[src/design/tgc_pkg.sv]
// Shared types, codes and sizes of the touch gesture classifier.
package tgc_pkg;

    localparam int COORD_BITS    = 16;
    localparam int TIME_BITS     = 32;
    localparam int THRESH_BITS   = 7;
    localparam int MS_BITS       = 16;
    localparam int SCREEN_BITS   = 15;
    localparam int SPEED_BITS    = 16;
    localparam int CFG_IDX_BITS  = 3;
    localparam int CFG_DATA_BITS = 16;

    // Percentage scale and products compared in the swipe test
    localparam int PCT_SCALE  = 100;
    localparam int SCALE_BITS = 7;
    localparam int THR_W      = THRESH_BITS + SCREEN_BITS;
    localparam int PROD_W     = (COORD_BITS + SCALE_BITS > THR_W) ?
                                (COORD_BITS + SCALE_BITS) : THR_W;

    // Speed divider: dividend is distance scaled by 256, one quotient bit a step
    localparam int FRAC_BITS    = 8;
    localparam int DIV_STEPS    = COORD_BITS + FRAC_BITS;
    localparam int DIV_CNT_BITS = $clog2(DIV_STEPS);

    localparam int CMDQ_DEPTH    = 2;
    localparam int CMDQ_PTR_BITS = (CMDQ_DEPTH > 1) ? $clog2(CMDQ_DEPTH) : 1;
    localparam int CMDQ_CNT_BITS = $clog2(CMDQ_DEPTH + 1);

    typedef logic [1:0] t_op;
    localparam t_op OP_BEGIN = 2'd0;
    localparam t_op OP_MOVE  = 2'd1;
    localparam t_op OP_END   = 2'd2;
    localparam t_op OP_TICK  = 2'd3;

    typedef logic [2:0] t_gesture;
    localparam t_gesture G_NONE   = 3'd0;
    localparam t_gesture G_SWIPE  = 3'd1;
    localparam t_gesture G_SINGLE = 3'd2;
    localparam t_gesture G_DOUBLE = 3'd3;
    localparam t_gesture G_LONG   = 3'd4;

    typedef logic [1:0] t_dir;
    localparam t_dir DIR_RIGHT = 2'd0;
    localparam t_dir DIR_LEFT  = 2'd1;
    localparam t_dir DIR_DOWN  = 2'd2;
    localparam t_dir DIR_UP    = 2'd3;

    typedef logic [CFG_IDX_BITS-1:0] t_reg_idx;
    localparam t_reg_idx REG_THRESH     = 3'd0;
    localparam t_reg_idx REG_SWIPE_TIME = 3'd1;
    localparam t_reg_idx REG_LONG_TIME  = 3'd2;
    localparam t_reg_idx REG_DTAP_TIME  = 3'd3;
    localparam t_reg_idx REG_WIDTH      = 3'd4;
    localparam t_reg_idx REG_HEIGHT     = 3'd5;

    typedef struct packed {
        logic [THRESH_BITS-1:0] thresh;
        logic [MS_BITS-1:0]     swipe_time;
        logic [MS_BITS-1:0]     long_time;
        logic [MS_BITS-1:0]     dtap_time;
        logic [SCREEN_BITS-1:0] width;
        logic [SCREEN_BITS-1:0] height;
    } t_cfg;

    typedef struct packed {
        t_gesture                      gesture;
        t_dir                          dir;
        logic [COORD_BITS-1:0]         travel;
        logic [TIME_BITS-1:0]          dt;
        logic signed [COORD_BITS-1:0]  wx;
        logic signed [COORD_BITS-1:0]  wy;
    } t_cmd;

    typedef struct packed {
        logic empty;
        logic full;
    } t_qstat;

    typedef enum logic [1:0] {
        F_IDLE,
        F_CALC,
        F_DECIDE
    } t_fstate;

    typedef enum logic {
        B_IDLE,
        B_DIV
    } t_bstate;

endpackage

[src/design/tgc_front.sv]
// Front end: takes touch events, keeps gesture state and issues result requests.
module tgc_front import tgc_pkg::*; (
    input  logic                          i_clk,
    input  logic                          i_rst_n,
    input  logic                          i_push,
    output logic                          o_full,
    input  t_op                           i_opcode,
    input  logic signed [COORD_BITS-1:0]  i_pos_x,
    input  logic signed [COORD_BITS-1:0]  i_pos_y,
    input  logic [TIME_BITS-1:0]          i_time_ms,
    input  t_cfg                          i_cfg,
    input  t_qstat                        i_qstat,
    output logic                          o_cmd_push,
    output t_cmd                          o_cmd
);

    t_fstate r_state, n_state;

    // Latched event
    t_op                          r_op;
    logic signed [COORD_BITS-1:0] r_px, r_py;
    logic [TIME_BITS-1:0]         r_now;

    // Differences worked out in the calc cycle
    logic [COORD_BITS-1:0] r_ax, r_ay;
    logic                  r_dx_neg, r_dy_neg;
    logic [TIME_BITS-1:0]  r_dt;
    logic [THR_W-1:0]      r_thr_w, r_thr_h;

    // Gesture state
    logic signed [COORD_BITS-1:0] r_start_x, r_start_y, r_end_x, r_end_y;
    logic [TIME_BITS-1:0]         r_start_time, r_deadline;
    logic                         r_win_open, r_moved, r_swiped;
    logic [1:0]                   r_taps;

    logic [COORD_BITS:0]   w_dx, w_dy, w_dx_abs, w_dy_abs;
    logic [PROD_W-1:0]     w_ax100, w_ay100;
    logic                  w_fast, w_horiz, w_vert, w_long, w_due;
    logic [TIME_BITS-1:0]  w_late;
    logic                  w_need, w_commit;
    t_cmd                  w_cmd;

    assign w_dx = {r_start_x[COORD_BITS-1], r_start_x} - {r_px[COORD_BITS-1], r_px};
    assign w_dy = {r_start_y[COORD_BITS-1], r_start_y} - {r_py[COORD_BITS-1], r_py};
    assign w_dx_abs = w_dx[COORD_BITS] ? (~w_dx + 1'b1) : w_dx;
    assign w_dy_abs = w_dy[COORD_BITS] ? (~w_dy + 1'b1) : w_dy;

    assign w_ax100 = PROD_W'(r_ax) * PROD_W'(PCT_SCALE);
    assign w_ay100 = PROD_W'(r_ay) * PROD_W'(PCT_SCALE);
    assign w_fast  = r_dt < TIME_BITS'(i_cfg.swipe_time);
    assign w_horiz = (r_ax > r_ay) && (w_ax100 > PROD_W'(r_thr_w)) && w_fast;
    assign w_vert  = (r_ay > r_ax) && (w_ay100 > PROD_W'(r_thr_h)) && w_fast;
    assign w_long  = r_dt >= TIME_BITS'(i_cfg.long_time);
    assign w_late  = r_now - r_deadline;
    assign w_due   = r_win_open && !w_late[TIME_BITS-1];

    // Decode the event into an optional result request
    always_comb begin
        w_need = 1'b0;
        w_cmd  = '0;
        unique case (r_op)
            OP_BEGIN: begin
                w_need = 1'b0;
            end
            OP_MOVE: begin
                w_need      = !r_swiped && (w_horiz || w_vert);
                w_cmd.gesture = G_SWIPE;
                w_cmd.dt      = r_dt;
                if (w_horiz) begin
                    w_cmd.dir    = r_dx_neg ? DIR_RIGHT : DIR_LEFT;
                    w_cmd.travel = r_ax;
                end else begin
                    w_cmd.dir    = r_dy_neg ? DIR_UP : DIR_DOWN;
                    w_cmd.travel = r_ay;
                end
            end
            OP_END: begin
                w_need        = w_long;
                w_cmd.gesture = G_LONG;
                w_cmd.wx      = r_px;
                w_cmd.wy      = r_py;
            end
            OP_TICK: begin
                w_need        = w_due && (((r_taps == 2'd1) && !r_moved) || (r_taps == 2'd2));
                w_cmd.gesture = (r_taps == 2'd2) ? G_DOUBLE : G_SINGLE;
                w_cmd.wx      = r_end_x;
                w_cmd.wy      = r_end_y;
            end
            default: begin
                w_need = 1'b0;
            end
        endcase
    end

    assign w_commit = (r_state == F_DECIDE) && (!w_need || !i_qstat.full);

    always_comb begin
        n_state = r_state;
        unique case (r_state)
            F_IDLE:   if (i_push) n_state = F_CALC;
            F_CALC:   n_state = F_DECIDE;
            F_DECIDE: if (w_commit) n_state = F_IDLE;
            default:  n_state = F_IDLE;
        endcase
    end

    always_comb begin
        o_full     = (r_state != F_IDLE);
        o_cmd_push = w_commit && w_need;
        o_cmd      = w_cmd;
    end

    always_ff @(posedge i_clk) begin
        if (r_state == F_IDLE && i_push) begin
            r_op  <= i_opcode;
            r_px  <= i_pos_x;
            r_py  <= i_pos_y;
            r_now <= i_time_ms;
        end
        if (r_state == F_CALC) begin
            r_ax     <= w_dx_abs[COORD_BITS-1:0];
            r_ay     <= w_dy_abs[COORD_BITS-1:0];
            r_dx_neg <= w_dx[COORD_BITS];
            r_dy_neg <= w_dy[COORD_BITS];
            r_dt     <= r_now - r_start_time;
            r_thr_w  <= THR_W'(i_cfg.thresh) * THR_W'(i_cfg.width);
            r_thr_h  <= THR_W'(i_cfg.thresh) * THR_W'(i_cfg.height);
        end
    end

    always_ff @(posedge i_clk) begin
        if (!i_rst_n) begin
            r_state      <= F_IDLE;
            r_start_x    <= '0;
            r_start_y    <= '0;
            r_end_x      <= '0;
            r_end_y      <= '0;
            r_start_time <= '0;
            r_deadline   <= '0;
            r_win_open   <= 1'b0;
            r_moved      <= 1'b0;
            r_swiped     <= 1'b0;
            r_taps       <= '0;
        end else begin
            r_state <= n_state;
            if (w_commit) begin
                case (r_op)
                    OP_BEGIN: begin
                        r_start_x    <= r_px;
                        r_start_y    <= r_py;
                        r_start_time <= r_now;
                        r_moved      <= 1'b0;
                        r_swiped     <= 1'b0;
                    end
                    OP_MOVE: begin
                        r_moved <= 1'b1;
                        if (w_need) r_swiped <= 1'b1;
                    end
                    OP_END: begin
                        r_end_x  <= r_px;
                        r_end_y  <= r_py;
                        r_swiped <= 1'b0;
                        if (!w_long) begin
                            // first tap opens the collection window
                            if (r_taps == 2'd0) begin
                                r_start_time <= r_now;
                                r_deadline   <= r_now + TIME_BITS'(i_cfg.dtap_time);
                                r_win_open   <= 1'b1;
                            end
                            if (r_taps != 2'd3) r_taps <= r_taps + 2'd1;
                        end
                    end
                    default: begin
                        if (w_due) begin
                            r_win_open <= 1'b0;
                            r_taps     <= '0;
                        end
                    end
                endcase
            end
        end
    end

    ast_accept_blocks: assert property (@(posedge i_clk) disable iff (!i_rst_n)
        (i_push && !o_full) |=> o_full)
        else $error("front took a request without going busy");

    ast_no_push_when_full: assert property (@(posedge i_clk) disable iff (!i_rst_n)
        o_cmd_push |-> !i_qstat.full)
        else $error("front pushed into a full command queue");

endmodule

[src/design/tgc_cmdq.sv]
// Short command queue between the front end and the result stage.
module tgc_cmdq import tgc_pkg::*; (
    input  logic   i_clk,
    input  logic   i_rst_n,
    input  logic   i_push,
    input  t_cmd   i_cmd,
    input  logic   i_pop,
    output t_cmd   o_cmd,
    output t_qstat o_stat
);

    t_cmd                     r_mem [CMDQ_DEPTH];
    logic [CMDQ_PTR_BITS-1:0] r_wptr, r_rptr;
    logic [CMDQ_CNT_BITS-1:0] r_count;

    function automatic logic [CMDQ_PTR_BITS-1:0] ptr_inc(input logic [CMDQ_PTR_BITS-1:0] p);
        ptr_inc = (p == CMDQ_PTR_BITS'(CMDQ_DEPTH - 1)) ? '0 : p + 1'b1;
    endfunction

    assign o_cmd       = r_mem[r_rptr];
    assign o_stat.empty = (r_count == '0);
    assign o_stat.full  = (r_count == CMDQ_CNT_BITS'(CMDQ_DEPTH));

    always_ff @(posedge i_clk) begin
        if (i_push) r_mem[r_wptr] <= i_cmd;
    end

    always_ff @(posedge i_clk) begin
        if (!i_rst_n) begin
            r_wptr  <= '0;
            r_rptr  <= '0;
            r_count <= '0;
        end else begin
            if (i_push) r_wptr <= ptr_inc(r_wptr);
            if (i_pop)  r_rptr <= ptr_inc(r_rptr);
            case ({i_push, i_pop})
                2'b10:   r_count <= r_count + 1'b1;
                2'b01:   r_count <= r_count - 1'b1;
                default: r_count <= r_count;
            endcase
        end
    end

    ast_count_bound: assert property (@(posedge i_clk) disable iff (!i_rst_n)
        r_count <= CMDQ_CNT_BITS'(CMDQ_DEPTH))
        else $error("command queue count beyond depth");

endmodule

[src/design/tgc_back.sv]
// Result stage: works out swipe speed by restoring division and holds the result.
module tgc_back import tgc_pkg::*; (
    input  logic                          i_clk,
    input  logic                          i_rst_n,
    input  t_cmd                          i_cmd,
    input  t_qstat                        i_qstat,
    output logic                          o_cmd_pop,
    input  logic                          i_pop,
    output logic                          o_empty,
    output t_gesture                      o_gesture,
    output t_dir                          o_direction,
    output logic [COORD_BITS-1:0]         o_distance,
    output logic [SPEED_BITS-1:0]         o_speed,
    output logic signed [COORD_BITS-1:0]  o_where_x,
    output logic signed [COORD_BITS-1:0]  o_where_y
);

    t_bstate r_state, n_state;

    logic                    r_out_valid;
    logic [DIV_CNT_BITS-1:0] r_cnt;
    logic [TIME_BITS-1:0]    r_den, r_rem;
    logic [DIV_STEPS-1:0]    r_num, r_quo;
    t_dir                    r_dir;
    logic [COORD_BITS-1:0]   r_dist;

    logic                    w_take, w_divide, w_load_direct, w_load_div, w_last;
    logic [TIME_BITS:0]      w_trial, w_diff;
    logic                    w_qbit;
    logic [TIME_BITS-1:0]    w_rem_next;
    logic [DIV_STEPS-1:0]    w_quo_next;
    logic [SPEED_BITS-1:0]   w_speed;

    assign w_trial    = {r_rem, r_num[DIV_STEPS-1]};
    assign w_diff     = w_trial - {1'b0, r_den};
    assign w_qbit     = !w_diff[TIME_BITS];
    assign w_rem_next = w_qbit ? w_diff[TIME_BITS-1:0] : w_trial[TIME_BITS-1:0];
    assign w_quo_next = {r_quo[DIV_STEPS-2:0], w_qbit};
    assign w_last     = (r_cnt == DIV_CNT_BITS'(DIV_STEPS - 1));
    // saturate when the quotient spills over the Q8.8 range
    assign w_speed    = (|w_quo_next[DIV_STEPS-1:SPEED_BITS]) ? '1 :
                        w_quo_next[SPEED_BITS-1:0];

    always_comb begin
        n_state = r_state;
        unique case (r_state)
            B_IDLE:  if (w_divide) n_state = B_DIV;
            B_DIV:   if (w_last) n_state = B_IDLE;
            default: n_state = B_IDLE;
        endcase
    end

    always_comb begin
        w_take        = (r_state == B_IDLE) && !i_qstat.empty && !r_out_valid;
        w_divide      = w_take && (i_cmd.gesture == G_SWIPE) && (i_cmd.dt != '0);
        w_load_direct = w_take && !w_divide;
        w_load_div    = (r_state == B_DIV) && w_last;
        o_cmd_pop     = w_take;
        o_empty       = !r_out_valid;
    end

    always_ff @(posedge i_clk) begin
        if (w_divide) begin
            r_den  <= i_cmd.dt;
            r_num  <= {i_cmd.travel, FRAC_BITS'(0)};
            r_rem  <= '0;
            r_quo  <= '0;
            r_dir  <= i_cmd.dir;
            r_dist <= i_cmd.travel;
        end else if (r_state == B_DIV) begin
            r_num <= {r_num[DIV_STEPS-2:0], 1'b0};
            r_rem <= w_rem_next;
            r_quo <= w_quo_next;
        end
        if (w_load_direct) begin
            o_gesture   <= i_cmd.gesture;
            o_direction <= i_cmd.dir;
            o_distance  <= i_cmd.travel;
            // a swipe with no elapsed time reads as full speed
            o_speed     <= (i_cmd.gesture == G_SWIPE) ? '1 : '0;
            o_where_x   <= i_cmd.wx;
            o_where_y   <= i_cmd.wy;
        end else if (w_load_div) begin
            o_gesture   <= G_SWIPE;
            o_direction <= r_dir;
            o_distance  <= r_dist;
            o_speed     <= w_speed;
            o_where_x   <= '0;
            o_where_y   <= '0;
        end
    end

    always_ff @(posedge i_clk) begin
        if (!i_rst_n) begin
            r_state     <= B_IDLE;
            r_out_valid <= 1'b0;
            r_cnt       <= '0;
        end else begin
            r_state <= n_state;
            if (w_load_direct || w_load_div) begin
                r_out_valid <= 1'b1;
            end else if (i_pop) begin
                r_out_valid <= 1'b0;
            end
            if (w_divide) begin
                r_cnt <= '0;
            end else if (r_state == B_DIV) begin
                r_cnt <= r_cnt + 1'b1;
            end
        end
    end

    ast_slot_free_in_div: assert property (@(posedge i_clk) disable iff (!i_rst_n)
        (r_state == B_DIV) |-> !r_out_valid)
        else $error("result held while the divider runs");

    ast_div_ends: assert property (@(posedge i_clk) disable iff (!i_rst_n)
        (r_state == B_DIV && w_last) |=> (r_state == B_IDLE && r_out_valid))
        else $error("divider finished without a result");

endmodule

[src/design/touch_gesture_classifier_unit.sv]
// Top level of the touch gesture classifier: configuration registers and wiring.
//
//  channel  | signals                                   | request moves on
//  ---------+-------------------------------------------+--------------------------
//  events   | push full i_opcode i_pos_x i_pos_y i_time_ms | push high, full low
//  results  | empty pop o_gesture .. o_where_y          | pop high, empty low
//  config   | i_cfg_we i_cfg_idx i_cfg_data             | i_cfg_we high
//
// Every event passes through the front end as latch, differences and decide;
// full is high while the differences and decide steps run, and longer while a
// result waits for room in a full command queue.
// A swipe with non-zero elapsed time goes through the speed divider, one quotient
// bit a cycle; other results are loaded straight into the output register.
// Reset is synchronous and active low; it restores the default configuration.
// The front end keeps taking events while the result stage divides or a result
// waits to be popped, up to the two-entry command queue.
module touch_gesture_classifier_unit import tgc_pkg::*; (
    input  logic                          i_clk,
    input  logic                          i_rst_n,
    input  logic                          push,
    output logic                          full,
    input  logic [1:0]                    i_opcode,
    input  logic signed [COORD_BITS-1:0]  i_pos_x,
    input  logic signed [COORD_BITS-1:0]  i_pos_y,
    input  logic [TIME_BITS-1:0]          i_time_ms,
    output logic                          empty,
    input  logic                          pop,
    output logic [2:0]                    o_gesture,
    output logic [1:0]                    o_direction,
    output logic [COORD_BITS-1:0]         o_distance,
    output logic [SPEED_BITS-1:0]         o_speed,
    output logic signed [COORD_BITS-1:0]  o_where_x,
    output logic signed [COORD_BITS-1:0]  o_where_y,
    input  logic                          i_cfg_we,
    input  logic [CFG_IDX_BITS-1:0]       i_cfg_idx,
    input  logic [CFG_DATA_BITS-1:0]      i_cfg_data
);

    t_cfg   r_cfg;
    t_cmd   w_push_cmd, w_head_cmd;
    logic   w_cmd_push, w_cmd_pop;
    t_qstat w_qstat;

    always_ff @(posedge i_clk) begin
        if (!i_rst_n) begin
            r_cfg.thresh     <= THRESH_BITS'(10);
            r_cfg.swipe_time <= MS_BITS'(500);
            r_cfg.long_time  <= MS_BITS'(1000);
            r_cfg.dtap_time  <= MS_BITS'(10);
            r_cfg.width      <= SCREEN_BITS'(1024);
            r_cfg.height     <= SCREEN_BITS'(768);
        end else if (i_cfg_we) begin
            unique case (i_cfg_idx)
                REG_THRESH:     r_cfg.thresh     <= i_cfg_data[THRESH_BITS-1:0];
                REG_SWIPE_TIME: r_cfg.swipe_time <= i_cfg_data[MS_BITS-1:0];
                REG_LONG_TIME:  r_cfg.long_time  <= i_cfg_data[MS_BITS-1:0];
                REG_DTAP_TIME:  r_cfg.dtap_time  <= i_cfg_data[MS_BITS-1:0];
                REG_WIDTH:      r_cfg.width      <= i_cfg_data[SCREEN_BITS-1:0];
                REG_HEIGHT:     r_cfg.height     <= i_cfg_data[SCREEN_BITS-1:0];
                default:        r_cfg            <= r_cfg;
            endcase
        end
    end

    tgc_front u_front (
        .i_clk      (i_clk),
        .i_rst_n    (i_rst_n),
        .i_push     (push),
        .o_full     (full),
        .i_opcode   (i_opcode),
        .i_pos_x    (i_pos_x),
        .i_pos_y    (i_pos_y),
        .i_time_ms  (i_time_ms),
        .i_cfg      (r_cfg),
        .i_qstat    (w_qstat),
        .o_cmd_push (w_cmd_push),
        .o_cmd      (w_push_cmd)
    );

    tgc_cmdq u_cmdq (
        .i_clk   (i_clk),
        .i_rst_n (i_rst_n),
        .i_push  (w_cmd_push),
        .i_cmd   (w_push_cmd),
        .i_pop   (w_cmd_pop),
        .o_cmd   (w_head_cmd),
        .o_stat  (w_qstat)
    );

    tgc_back u_back (
        .i_clk       (i_clk),
        .i_rst_n     (i_rst_n),
        .i_cmd       (w_head_cmd),
        .i_qstat     (w_qstat),
        .o_cmd_pop   (w_cmd_pop),
        .i_pop       (pop),
        .o_empty     (empty),
        .o_gesture   (o_gesture),
        .o_direction (o_direction),
        .o_distance  (o_distance),
        .o_speed     (o_speed),
        .o_where_x   (o_where_x),
        .o_where_y   (o_where_y)
    );

endmodule
[config.mk]
export PLATFORM = sky130hd
export DESIGN_NAME = touch_gesture_classifier_unit
export DESIGN_NICKNAME = d
export VERILOG_FILES = /design/src/design/tgc_pkg.sv /design/src/design/tgc_front.sv /design/src/design/tgc_cmdq.sv /design/src/design/tgc_back.sv /design/src/design/touch_gesture_classifier_unit.sv
export SDC_FILE = /design/constraint.sdc
export NUM_CORES = 2
export LEC_CHECK = 0
export ABC_AREA = 1
export BUFFER_PORTS_ARGS = -buffer_cell sky130_fd_sc_hd__buf_2
export CAP_MARGIN = 20
export CORE_MARGIN = 1.5
export CORE_UTILIZATION = 63
export DETAILED_ROUTE_END_ITERATION = 8
export PLACE_DENSITY_LB_ADDON = 0.15
export SYNTH_ARGS = -nofsm -noshare
export SYNTH_HDL_FRONTEND = slang
export SYNTH_SLANG_ARGS = --single-unit
[constraint.sdc]
create_clock -name i_clk -period 9.95 [get_ports i_clk]
set_clock_uncertainty 0.1 [all_clocks]
set_input_delay 0.995 -clock i_clk [delete_from_list [all_inputs] [get_ports i_clk]]
set_output_delay 0.995 -clock i_clk [all_outputs]
set_load 0.01 [all_outputs]
==> metrics.txt <==
combinational share of power=22.3%; synth-to-layout area growth=9.02%; io pins=161; count of cell types in the netlist=57; Clock Path Buffers=3; CP arrival=7.32 ns; crit path kind=reg2reg; worst slack, placed=2.91 ns; Synth async-reset ratio=0%; hold buffers post-CTS=0; first-pass GRT wire length=180,000 um; critical path's top delay family=adder cells; fraction of the yosys area taken by sequential cells=42.6%; synthesized area per cell=8.77 um^2; number of max-cap violations=0; largest net degree at the start of global routing=107; number of remaining DRC errors=0; # nets final=6,162; Slew headroom=a little under a third; crit end category=flip-flop; die area=77,000 um^2; synth top area cells=edfxtp_1 30%, dfxtp_1 12%, ha_1 11%; drt wl/cell=roughly 17 um; Net Count, Synth=6,071; fin crit share=between 70 and 80%; vias in the first global route=35,300; Hold Crit Class=reg2reg; die height=~280 um; clock network fraction of total power=34.6%; Net Switching=about 2.7 mW; Post-synth EDFFs=481; RSZ-0062 raised after global routing=false; clk slew on worst S/H paths=roughly 0.06 ns; core area=about 74,000 um^2; Mapped Cells=5,406; post-synth top area share=30.4%; YS warnings=0; initial core utilization=a little under two thirds; final setup margin=2.82 ns; Buf/Inv on CP=3; worst-margin pin slew=approximately 1.0 ns; I/O Buffers=between 150 and 200; part of the power in registers=43.1%; FP Rows=100; Num CTS Buffers=83; Crit-path slowest cell=buf_4; Pwr Total=8.90 mW; switch share=between 30% and 40%; remaining antenna violation count=0; most used cell, CP=nand2_1; CP peak stage delay=0.59 ns; critical path required time=approximately 10 ns; Filler Cell Count=around 5,900; clk_lat worst skew=0.65 ns; ys flop type=edfxtp_1; Final setup viols=0; crit path time final=7.13 ns; initial antenna violation count=1; largest area contributor in the netlist=edfxtp_1; H-tree depth=3; final hold vios=0; status=finished clean; Netlist Area Pre-Place=around 47,000 um^2; Max Slew Vio Count=0; clk sink count=768; TNS Setup=0 ns; CTS tree=built; DR pass1 iterations=5; Post-CTS Resized=0; drt first-iter violations=2,744; diode count=0; share of cells above drive strength 1=between 6 and 7%; internal power=6.15 mW; final cell count without fillers=6,535; FF-to-FF setup slack=between 2 and 3 ns; Crit Path Max Fanout=50; DP HPWL=around 83,000 um; PD cells=172 nW/um^2; vias per inst=5.55; CP Launch Type=flip-flop; maximum vdd drop=163 uV; total placed cells including tap cells=6,380; GRT Total Usage=29.1%; die width=277 um; LEAKAGE=24.3 nW; WL final=112,000 um; via count=36,300; total gr overflow=0; Setup Buffers After CTS=0; Root Buffer=clkbuf_16; synthesized flop and latch total=768; FMAX=about 0.14 GHz; gpl congestion=0.956
per-layer routing:
metal  vias to the layer above  global-route usage, %  wire (um)
li1                      17800                      -          -
met5                         -                      0         13
met1                     17100                   37.9      47400
met4                         2                   11.3       4570
met3                       249                   4.40       6910
met2                      1060                   49.1      53200
cell families (layout without fill, tap and decap cells):
family                     after synthesis  after routing  share of synthesized area (%)
muxes                                   73             73                           1.62
buffers and inverters                 1093           1253                           8.94
xor gates and xnor gates               206            206                           3.80
AOI/OAI and AO/OA                      718            718                           8.31
adders and majority gates              575            575                           17.6
and+or+nand+nor                       1973           1973                           17.2
DFF                                    768            768                           42.6
stage by stage:
stage          cell area, um^2  hold WS [ns]  utilization (%)
2_1_floorplan            47400         0.327                -
3_3_place_gp             48900         0.346             65.7
3_5_place_dp             48900         0.352             65.7
4_1_cts                  51700         0.361             69.4
5_1_grt                  51700         0.378             69.5
6_report                 51700         0.359             69.5
registers in the layout, indices dropped and copies added, names as in the netlist, 22 cells and up, named ones only:
| name | cells |
|---|---|
| r_cfg | 85 |
| u_back.r_den | 32 |
| u_back.r_quo | 23 |
| u_back.r_rem | 32 |
| u_cmdq.r_mem | 170 |
| u_front.r_deadline | 32 |
| u_front.r_dt | 32 |
| u_front.r_now | 32 |
| u_front.r_start_time | 32 |
| u_front.r_thr_h | 22 |
| u_front.r_thr_w | 22 |
synthesized netlist by cell type, types with 6 or more instances:
cell	instances
nand2_1	1162
inv_1	894
edfxtp_1	481
nor2_1	451
ha_1	420
a21oi_1	342
dfxtp_1	287
o21ai_0	231
fa_1	155
nand3_1	138
nand4_1	133
clkbuf_1	132
xor2_1	131
xnor2_1	75
nor3_1	45
mux2i_1	44
buf_2	35
mux2_2	28
a211oi_1	23
o22ai_1	22
o211ai_1	20
nor4_1	19
a21o_1	18
o21bai_1	13
buf_6	11
o21a_1	9
a21boi_0	8
a31oi_1	8
buf_1	8
nand3b_1	8
a221oi_1	6
inv_2	6
layout by cell type, fill, tap and decap left out, drive strengths merged, types with 8 or more instances in the layout:
master	instances
ha	420
nand3	142
nor2	453
buf	197
a21boi	8
clkinv	25
o211ai	20
nand3b	8
mux2	29
a21o	18
edfxtp	481
a31oi	8
xnor2	75
mux2i	44
inv	909
xor2	131
clkbuf	117
o21a	9
a21oi	342
nand2	1166
o22ai	22
o21bai	13
nand4	133
fa	155
dfxtp	287
nor3	45
nor4	20
a211oi	23
o21ai	235
tightest hold or removal path, stage by stage, from the launching register on:
cell and delay [ns]:
dfxtp_1 0.29, inv_1 0.06, a21oi_1 0.06
final cells by class:
type	count	area (um^2)	share of cell area, %
Clock buffer	117	2360	4.56
Clock inverter	37	389	0.752
Inverter	902	3390	6.55
Multi-Input combinational cell	3545	23100	44.6
Sequential cell	768	20200	39.0
Tap cell	969	1210	2.34
Timing Repair Buffer	197	1110	2.15
path summary, 6_finish.rpt:
path | endpoint | cells after the start | from
hold reg to reg | r_cfg[63] | 2 | r_cfg[63]
setup / recovery | u_cmdq.r_mem[1][42] | 32 | u_front.r_ax[2]
hold / removal | r_cfg[63] | 2 | r_cfg[63]
setup reg to reg | u_cmdq.r_mem[1][42] | 32 | u_front.r_ax[2]
power by group through the flow:
stage	combinational [mW]	clock, mW	sequential (mW)
2_1_floorplan	1.40	0	3.88
3_3_place_gp	1.92	0	3.90
3_5_place_dp	1.96	0	3.90
4_1_cts	1.98	3.12	3.84
5_1_grt	2.24	3.23	3.86
6_report	1.99	3.08	3.84
Note: power is estimated with default switching activity, not from simulation.
